$ cat src/mhwa_pkg.sv
// ----------------------------------------------------------------------------
// mhwa_pkg
// Shared types and constants for the multichannel history window average.
// ----------------------------------------------------------------------------
package mhwa_pkg;

	// defaults for the top level parameters
	localparam int CHANNELS_DEF = 4;
	localparam int DEPTH_DEF    = 256;

	// field widths
	localparam int SAMPLE_W      = 16;
	localparam int SAMPLE_FIELDS = 4;
	localparam int CH_W          = 2;
	localparam int WIN_W         = 9;

	// stream widths
	localparam int IN_TDATA_W  = 80;
	localparam int IN_TUSER_W  = 3;
	localparam int OUT_TDATA_W = 32;

	// window sum: 511 samples of 16 bits, plus sign headroom
	localparam int SUM_W  = 26;
	localparam int DCNT_W = $clog2(SUM_W + 1);

	// command queue between front and back
	localparam int QDEPTH = 2;
	localparam int QPTR_W = $clog2(QDEPTH);
	localparam int QCNT_W = $clog2(QDEPTH + 1);

	typedef enum logic {
		OP_PUSH  = 1'b0,
		OP_QUERY = 1'b1
	} op_t;

	typedef enum logic [1:0] {
		BK_IDLE,
		BK_SUM,
		BK_DIV,
		BK_FIN
	} bk_state_t;

	// classified command as it travels through the queue
	typedef struct packed {
		op_t                                    op;
		logic [SAMPLE_FIELDS-1:0][SAMPLE_W-1:0] sample;
		logic [CH_W-1:0]                        channel;
		logic [WIN_W-1:0]                       window;   // already clamped to depth
		logic                                   ch_ok;    // channel exists
	} cmd_t;

endpackage

$ cat src/mhwa_front.sv
// ----------------------------------------------------------------------------
// mhwa_front
// Input stage: takes beats, unpacks and classifies them into commands.
// ----------------------------------------------------------------------------
module mhwa_front
	import mhwa_pkg::*;
#(
	parameter int CHANNELS = CHANNELS_DEF,
	parameter int DEPTH    = DEPTH_DEF
) (
	input  logic                  clk,
	input  logic                  arst_n,
	input  logic                  s_tvalid,
	output logic                  s_tready,
	input  logic [IN_TDATA_W-1:0] s_tdata,
	input  logic [IN_TUSER_W-1:0] s_tuser,
	output logic                  q_valid,
	input  logic                  q_ready,
	output cmd_t                  q_cmd
);

	cmd_t cmd_in;
	cmd_t cmd_s1;
	logic v_s1;

	// unpack and classify the incoming beat
	always_comb begin
		cmd_in.op = op_t'(s_tuser[0]);
		for (int i = 0; i < SAMPLE_FIELDS; i++) begin
			cmd_in.sample[i] = s_tdata[i*SAMPLE_W +: SAMPLE_W];
		end
		cmd_in.channel = s_tuser[CH_W:1];
		cmd_in.window  = s_tdata[SAMPLE_FIELDS*SAMPLE_W +: WIN_W];
		if (32'(cmd_in.window) > DEPTH) begin
			cmd_in.window = WIN_W'(DEPTH);
		end
		cmd_in.ch_ok = (32'(cmd_in.channel) < CHANNELS);
	end

	assign s_tready = !v_s1 || q_ready;
	assign q_valid  = v_s1;
	assign q_cmd    = cmd_s1;

	// input register stage
	always_ff @(posedge clk or negedge arst_n) begin
		if (!arst_n) begin
			v_s1 <= 1'b0;
		end else if (s_tvalid && s_tready) begin
			v_s1 <= 1'b1;
		end else if (q_ready) begin
			v_s1 <= 1'b0;
		end
	end

	always_ff @(posedge clk) begin
		if (s_tvalid && s_tready) begin
			cmd_s1 <= cmd_in;
		end
	end

endmodule

$ cat config.mk
export PLATFORM = sky130hd
export DESIGN_NAME = mhwa_front
export DESIGN_NICKNAME = d
export VERILOG_FILES = /design/src/mhwa_pkg.sv /design/src/mhwa_front.sv
export SDC_FILE = /design/constraint.sdc
export NUM_CORES = 1
export LEC_CHECK = 0
export BUFFER_PORTS_ARGS = -buffer_cell sky130_fd_sc_hd__buf_2
export CAP_MARGIN = 0
export CORE_MARGIN = 10
export CORE_UTILIZATION = 42
export CTS_BUF_LIST = sky130_fd_sc_hd__clkbuf_8
export DETAILED_ROUTE_END_ITERATION = 16
export GPL_TIMING_DRIVEN = 0
export HOLD_SLACK_MARGIN = 0.02
export PLACE_DENSITY = 0.79
export SLEW_MARGIN = 10
export SYNTH_ARGS = -nofsm -noshare
export SYNTH_HDL_FRONTEND = slang
export SYNTH_SLANG_ARGS = --single-unit
$ cat constraint.sdc
create_clock -name clk -period 4.1 [get_ports clk]
set_clock_uncertainty 0.2 [all_clocks]
set_input_delay 0.41 -clock clk [delete_from_list [all_inputs] [get_ports clk]]
set_output_delay 0.41 -clock clk [all_outputs]
set_load 0.05 [all_outputs]
==> reports/results.ini <==
[run_status]
status = finished, final reports clean

[critical_path]
crit_required_ps = 3920
end_kind = flop
r2r_cells = 3
rr_endpoint = q_cmd[57]
r2r_start = q_valid
crit_type = flop to flop
cp_max_fo = 44
cp-start-kind = flop
regToRegSetupSlack_ps = 2350
crit_arrival_ps = 1570

[floorplanning]
die_h_um = 95.6
row_count = 27
initial_utilization_pct = 43.3
pin_count = 166
die-area_mm2 = 0.00913
die_x_um = 95.6
fp.coreArea_mm2 = 0.00554

[grt]
grt_pass1_wl_mm = 9.52
grt_max_degree = 45
antenna_found_initial = 2
grt_pass1_vias = 1728
gr-total-overflow = 0
grt_usage_pct = 14.5

[routing]
drtPass1Iterations = 4
viasPerCell = 4.41
drt-total-wl_mm = 6.60
vias = 1498
drc = 0
routedWlPerCell_um = 19.4
ant_nets = 0
drt-initial-drc-count = 67

[min_path]
holdCritStartpoint = s_tdata[26]
min_to = q_cmd[38]
worstHoldPathCells = 1
hold_path.class = input port to flop

[clocking]
cts_num_sinks = 77
cts_hold_buf = 1
root_buffer = clkbuf_8
cts_setup_buffers = 0
cts_tree = built
ctsResizeCount = 0
cts_made_buffers = 9
clk_latency_ps = 330
htreeDepth = 3
cts_max_path_buffers = 2
clk_pin_slew_ps = 80

[power_and_ir_drop]
power.leakage_uw = 0.00155
vdd_ir_drop_max_mv = 0.345
powerDensity_mw_per_mm2 = 535

[logic_synthesis]
ys_seq_area_share_pct = 96.2
synthTopCellsByCount = edfxtp_1, nor2b_1
yosysMostFrequentCell = edfxtp_1
yosys_warnings = 0
synth_cell_types = 9
post_synth_main_area_contributors = edfxtp_1, nor2b_1, dfrtp_1, nand2b_4, buf_4
synth-seq-cells = 77
syn-num-nets = 178
synth_flop_cell = edfxtp_1
synth_edf_count = 76
yosysTopAreaCellShare_pct = 95.1
synth_async_sr_flop_share_pct = 1.30
avgSynthCellArea_um2 = 26.4
yosysTopAreaCell = edfxtp_1
syn-cell-area_mm2 = 0.00240
postSynthCellCount = 91

[layout]
drive_above_1_share_pct = 65.9
fillCellCount = 406
nets = 349
area_delta_synth_final_pct = 49.3
fin_util_pct = 64.6
fin_cells = 340

[sta]
slew_viol_final = 0
period_needed_ps = 1750
setup-tns-final_ps = 0
rsz0062_at_grt = no
hold_viol = 0
fin_crit_sh_pct = 42.7
final-setup-viol-count = 0
fin_hold_ws_ps = 43.5
fmaxAchievable_mhz = 571

[place]
io_buffer_count = 157
gp_congestion = 0.729
dp.cells = 321

[job]
cap_violations = 0

## flip-flops by register name, indices dropped and copies added, names as in the netlist
signal   count
q_valid      1
q_cmd       76
## routing by layer
layer	up-vias	share of wire (%)	global-route usage (%)
met5	-	0.11	0
met4	2	1.9	6.76
met3	16	16	11.3
met2	101	52	24.7
met1	686	30	12.0
li1	693	-	-
## power by group
part	leakage, µW	total (µW)	switching, µW	internal (µW)
Combinational	0.000678	263	201	61.6
Clock	0.000131	727	263	464
Sequential	0.000737	926	9.84	917
Total	0.00155	1920	474	1440
## critical path: stages, from the launching register on
cell and delay [ps]:
dfrtp_1 410, nand2b_4 90, and2_4 420, buf_12 300
## area by class of cell
type / count / area [µm²] / share of cell area (%)
repair buffers: 160 / 826 / 23.1
clock inverters: 7 / 138 / 3.84
well taps: 72 / 90.1 / 2.52
diodes: 1 / 2.50 / 0.0699
multi-input cells: 12 / 82.6 / 2.31
clock buffers: 9 / 124 / 3.46
flip-flops and latches: 77 / 2310 / 64.4
plain buffers: 2 / 11.3 / 0.314
## cells by family (layout without fill, tap and decap cells)
kind of cell / after synthesis / count (layout) / share of synthesized area, %
other: 1 / 2 / 0.156
buffers and inverters: 2 / 178 / 0.469
and+or+nand+nor: 11 / 11 / 3.18
DFF: 77 / 77 / 96.2
## metrics by stage
step | total power [µW] | instance area, µm² | setup slack (ps)
after detailed placement | 1210 | 3300 | 2210
after floorplan | 1120 | 2400 | 793
after CTS | 1940 | 3570 | 2330
final | 1920 | 3580 | 2350
after global routing | 1980 | 3580 | 2260
after global placement | 1200 | 3270 | 549
## layout by cell type, fill, tap and decap left out
master         instances
clkinv_1               1
nor2b_1                8
dfrtp_1                1
edfxtp_1              76
nand2b_1               1
clkbuf_1               1
bufinv_16              4
buf_12                 1
clkinv_2               1
buf_2                157
conb_1                 1
dlygate4sd3_1          2
clkinv_4               1
and2_4                 1
clkbuf_8               9
diode_2                1
nand2b_4               1
buf_4                  1
## worst max-delay path by stage
stage	endpoint	startpoint	cells after the start
2_1_floorplan	q_cmd[10]	q_valid	2
3_3_place_gp	q_cmd[57]	q_ready	3
3_5_place_dp	q_cmd[57]	q_ready	4
4_1_cts	q_cmd[57]	q_valid	3
5_1_grt	q_cmd[57]	q_valid	3
6_report	q_cmd[57]	q_valid	3
Power figures use the tool's default switching activity.
