### config.mk
export PLATFORM = sky130hd
export DESIGN_NAME = mhwa_fifo
export DESIGN_NICKNAME = d
export VERILOG_FILES = /design/src/mhwa_pkg.sv /design/src/mhwa_fifo.sv
export SDC_FILE = /design/constraint.sdc
export NUM_CORES = 1
export LEC_CHECK = 0
export BUFFER_PORTS_ARGS = -buffer_cell sky130_fd_sc_hd__buf_2
export CORE_ASPECT_RATIO = 0.6
export CORE_MARGIN = 2
export CORE_UTILIZATION = 33
export CTS_CLUSTER_DIAMETER = 200
export DETAILED_ROUTE_END_ITERATION = 8
export MAX_ROUTING_LAYER = met4
export PLACE_DENSITY = 0.55
export SLEW_MARGIN = 20
export SYNTH_ARGS = -nofsm -noshare
export SYNTH_HDL_FRONTEND = slang
export SYNTH_SLANG_ARGS = --single-unit
### constraint.sdc
create_clock -name clk -period 5.62 [get_ports clk]
set_input_delay 0.281 -clock clk [delete_from_list [all_inputs] [get_ports clk]]
set_output_delay 0.281 -clock clk [all_outputs]
set_load 0.02 [all_outputs]
### src/mhwa_pkg.sv
// ----------------------------------------------------------------------------
// mhwa_pkg
// Shared types and constants for the multichannel history window average.
// ----------------------------------------------------------------------------
package mhwa_pkg;

	// defaults for the top level parameters
	localparam int CHANNELS_DEF = 4;
	localparam int DEPTH_DEF    = 256;

	// field widths
	localparam int SAMPLE_W      = 16;
	localparam int SAMPLE_FIELDS = 4;
	localparam int CH_W          = 2;
	localparam int WIN_W         = 9;

	// stream widths
	localparam int IN_TDATA_W  = 80;
	localparam int IN_TUSER_W  = 3;
	localparam int OUT_TDATA_W = 32;

	// window sum: 511 samples of 16 bits, plus sign headroom
	localparam int SUM_W  = 26;
	localparam int DCNT_W = $clog2(SUM_W + 1);

	// command queue between front and back
	localparam int QDEPTH = 2;
	localparam int QPTR_W = $clog2(QDEPTH);
	localparam int QCNT_W = $clog2(QDEPTH + 1);

	typedef enum logic {
		OP_PUSH  = 1'b0,
		OP_QUERY = 1'b1
	} op_t;

	typedef enum logic [1:0] {
		BK_IDLE,
		BK_SUM,
		BK_DIV,
		BK_FIN
	} bk_state_t;

	// classified command as it travels through the queue
	typedef struct packed {
		op_t                                    op;
		logic [SAMPLE_FIELDS-1:0][SAMPLE_W-1:0] sample;
		logic [CH_W-1:0]                        channel;
		logic [WIN_W-1:0]                       window;   // already clamped to depth
		logic                                   ch_ok;    // channel exists
	} cmd_t;

endpackage

### src/mhwa_fifo.sv
// ----------------------------------------------------------------------------
// mhwa_fifo
// Short command queue that decouples the front from the back.
// ----------------------------------------------------------------------------
module mhwa_fifo
	import mhwa_pkg::*;
(
	input  logic clk,
	input  logic arst_n,
	input  logic in_valid,
	output logic in_ready,
	input  cmd_t in_cmd,
	output logic out_valid,
	input  logic out_pop,
	output cmd_t out_cmd
);

	cmd_t              ent_q [QDEPTH];
	logic [QPTR_W-1:0] wr_ptr_q;
	logic [QPTR_W-1:0] rd_ptr_q;
	logic [QCNT_W-1:0] cnt_q;
	logic              push;
	logic              pop;

	assign in_ready  = (cnt_q != QCNT_W'(QDEPTH));
	assign out_valid = (cnt_q != '0);
	assign out_cmd   = ent_q[rd_ptr_q];
	assign push      = in_valid && in_ready;
	assign pop       = out_pop && out_valid;

	// pointers and fill count
	always_ff @(posedge clk or negedge arst_n) begin
		if (!arst_n) begin
			wr_ptr_q <= '0;
			rd_ptr_q <= '0;
			cnt_q    <= '0;
		end else begin
			if (push) begin
				wr_ptr_q <= (wr_ptr_q == QPTR_W'(QDEPTH - 1)) ? '0 : wr_ptr_q + 1'b1;
			end
			if (pop) begin
				rd_ptr_q <= (rd_ptr_q == QPTR_W'(QDEPTH - 1)) ? '0 : rd_ptr_q + 1'b1;
			end
			if (push && !pop) begin
				cnt_q <= cnt_q + 1'b1;
			end else if (pop && !push) begin
				cnt_q <= cnt_q - 1'b1;
			end
		end
	end

	// entry storage
	always_ff @(posedge clk) begin
		if (push) begin
			ent_q[wr_ptr_q] <= in_cmd;
		end
	end

endmodule

==> summary.md <==
| Metric | Value |
|---|---|
| Cell Chain, Critical Path | buf_12 -> mux2_2 -> buf_2 |
| Core area | between 15000 and 20000 um2 |
| Hold Path Depth | 1 |
| Post-synthesis average cell area | 22.6 um2 |
| Iteration-0 DRC Markers | 89 |
| Max Clock Skew | between 0.006 and 0.007 ns |
| Syn nets | 340 |
| Tcrit/Tclk final | ~43% |
| Yosys warnings | 0 |
| Seq/Total Area, Yosys | around four fifths |
| Clk pwr share | 27.0% |
| H-tree levels | 4 |
| Antenna Nets Post-Route | 0 |
| Global-route wire length before repair | 16.2 mm |
| Root Driver | clkbuf_16 |
| CTS tree | yes |
| Pre-CTS setup slack | 2.95 ns |
| WP buf/inv | 2 |
| Setup violations, final | 0 |
| CP Capture Type | primary output |
| WL/cell | 16.0 um |
| Peak supply drop | 219 uV |
| Minimum clock period after layout | about 2.4 ns |
| Multi-input gate area | between 1000 and 1500 um2 |
| NetSw | 1.35 mW |
| DIE HEIGHT | 107 um |
| Fmax | 411 MHz |
| Initial antenna violation count | 2 |
| Clock Sinks | 158 |
| Area Growth Syn to Fin | 29.3% |
| First-pass DRT Iterations | 4 |
| Critical path fanouts, max | 45 |
| Unrepaired setup endpoints after global routing | false |
| FP Rows | 37 |
| Worst hold endpoint | ent_q[1][53]$_DFFE_PP_ |
| Worst setup margin | 3.19 ns |
| Seq cells post-synth | 158 |
| NumNets Final | 514 |
| R2r setup slk | 3.38 ns |
| Critical Path RT | about 5.3 ns |
| Synth area leader | edfxtp_1 |
| Reg2Reg Launch Point | cnt_q[0]$_DFFE_PN0P_ |
| FF-to-FF path depth | 5 |
| Fin. Hold Viols | 0 |
| Delay-heaviest family, CP | flip-flops |
| Setup crit start kind | register |
| CP max stage cell | dfrtp_4 |
| Vias per cell | 4.36 |
| IO Port Bufs | approximately 160 |
| Post-synthesis cell area | 5830 um2 |
| CP max stage delay | between 0.8 and 0.9 ns |
| Max-slew headroom | 55.5% |
| Share of cells above drive strength 1 | 61.6% |
| Synth area leaders | edfxtp_1 (79%), mux2_2 (11%), mux2_4 (5.2%) |
| Status | completed |
| Share of the synthesized area in the top cell type | 79.3% |
| Total Routing Usage GR | 12.0% |
| Critical Path AT | 2.15 ns |
| Crit Path Category | register to primary output |
| Placer Congestion | 0.728 |
| Via count | around 3000 |
| Slew Viols, Final | 0 |
| Max clock buf depth | 2 |
| Worst path depth | 3 |
| Pin count of the biggest net entering global routing | 78 |
| DRC | 0 |
| Clock transition at the registers of the reported paths | 0.06 ns |
| Fin Setup TNS | 0 ns |
| Num CTS Buffers | 17 |
| Initial Util | 33.9% |
| Synthesized instance count | approximately 260 |
| P_leak | 2.85 nW |
| IO Pins | 160 |
| Maxcap violations | 0 |
| Reg-to-reg critical path endpoint | ent_q[0][61]$_DFFE_PP_ |
| Fin Hold WS | 0.0580 ns |
| Grt ovf | 0 |
| # hold bufs at CTS | 1 |
| Post-Layout Cell Count | 681 |
| Combinational power share | approximately a third |
| Worst hold start | in_cmd[53] |
| DIE WIDTH | 176 um |
| Register share of total power | 41.6% |
| PostCTS Resize Cnt | 0 |
| Cells after DPL | 644 |
| Register area | 4730 um2 |
| Vias in the first global route | 3079 |
| HPWL Detailed | 7.01 mm |
| Filler cell count | 1550 |
| Sw frac | 32.3% |
| Netlist cell types | 15 |
| HP Class | input pin to register |
| Postcts setup bufs | 0 |
| Int Power | between 2 and 3 mW |
| Die ar. | ~19000 um2 |
| Worst skew pair latency | just over 0.4 ns |
| Worst-Margin Slew | between 0.6 and 0.7 ns |
| WL final | approximately 11 mm |
| Cell Pwr Density | roughly 550 nW/um2 |
[per-stage QoR]
stage	cell area [um2]	power [mW]	util, %
floorplan	5830	2.69	-
global placement	6870	3.05	39.9
detailed placement	6890	3.08	40.0
CTS	7490	4.23	43.5
global route	7540	4.39	43.8
finish	7540	4.18	43.8
[power by group through the flow]
| stage | registers [mW] | clock network [mW] | logic (mW) |
|---|---|---|---|
| floorplan | 1.70 | 0 | 0.981 |
| global placement | 1.82 | 0 | 1.23 |
| detailed placement | 1.78 | 0 | 1.31 |
| CTS | 1.75 | 1.17 | 1.31 |
| global route | 1.77 | 1.21 | 1.41 |
| finish | 1.74 | 1.13 | 1.32 |
[cell usage after synthesis]
cell type and number:
edfxtp_1 154, mux2_2 57, mux2_4 20, buf_2 5
buf_6 4, dfrtp_1 4, xnor2_1 3, nand2_1 2
nor2_1 2, xor2_1 2, and3_1 1, ha_1 1
inv_1 1, nand2b_1 1, or2_2 1
[worst register-to-register path, cell delays in order (launching register included)]
cell and delay [ns]:
dfrtp_1 0.40, nand2b_1 0.17, nand2_1 0.14, nor2_4 0.37, buf_12 0.25, buf_4 0.51
[state kept, by name, indices dropped and copies added, names as in the netlist]
signal	flops
cnt_q	2
ent_q	154
rd_ptr_q	1
wr_ptr_q	1
[metal layers]
metal,GRT usage (%),up-vias,part of all wire (%)
li1,-,1375,-
met1,14.6,1455,46
met2,18.0,132,43
met3,5.85,4,10
met4,2.83,0,0.47
met5,-,-,0
[layout by cell type, fill, tap and decap left out, types with 2 or more instances in the layout]
cell type and instances:
mux2_2 57, xor2_1 2, edfxtp_1 154, inv_6 6
clkinvlp_4 4, diode_2 2, xnor2_1 3, nand2_1 2
mux2_4 20, buf_2 159, bufinv_16 2, buf_12 2
dfrtp_1 3, clkbuf_16 17
[cell type report]
cell class | count | area share, %
Inverter | 1 | 0.0498
Sequential cell | 158 | 62.7
Clock buffer | 18 | 5.69
Antenna cell | 2 | 0.0664
Timing Repair Buffer | 164 | 11.7
Multi-Input combinational cell | 90 | 13.9
Clock inverter | 14 | 2.06
Tap cell | 234 | 3.88
[worst max-delay path by stage]
stage                             end  slack [ns]                  from
6_report                  out_cmd[25]        3.19  rd_ptr_q$_DFFE_PN0P_
4_1_cts        ent_q[0][57]$_DFFE_PP_        2.94  cnt_q[0]$_DFFE_PN0P_
3_3_place_gp   ent_q[0][61]$_DFFE_PP_        3.01  cnt_q[0]$_DFFE_PN0P_
2_1_floorplan   ent_q[0][0]$_DFFE_PP_        1.10  cnt_q[0]$_DFFE_PN0P_
5_1_grt                   out_cmd[25]        3.07  rd_ptr_q$_DFFE_PN0P_
3_5_place_dp   ent_q[0][44]$_DFFE_PP_        2.95  cnt_q[0]$_DFFE_PN0P_
[cell families (layout without fill, tap and decap cells)]
group / Yosys count / after routing / share of synthesized area [%]
mux: 77 / 77 / 16.2
buf+inv: 10 / 197 / 1.27
flops: 158 / 158 / 81.0
simple gates: 7 / 7 / 0.580
xor+xnor: 5 / 5 / 0.751
other cells: 0 / 2 / 0
fa+ha+maj: 1 / 1 / 0.215
No activity file was read; power rests on OpenSTA's default activity.
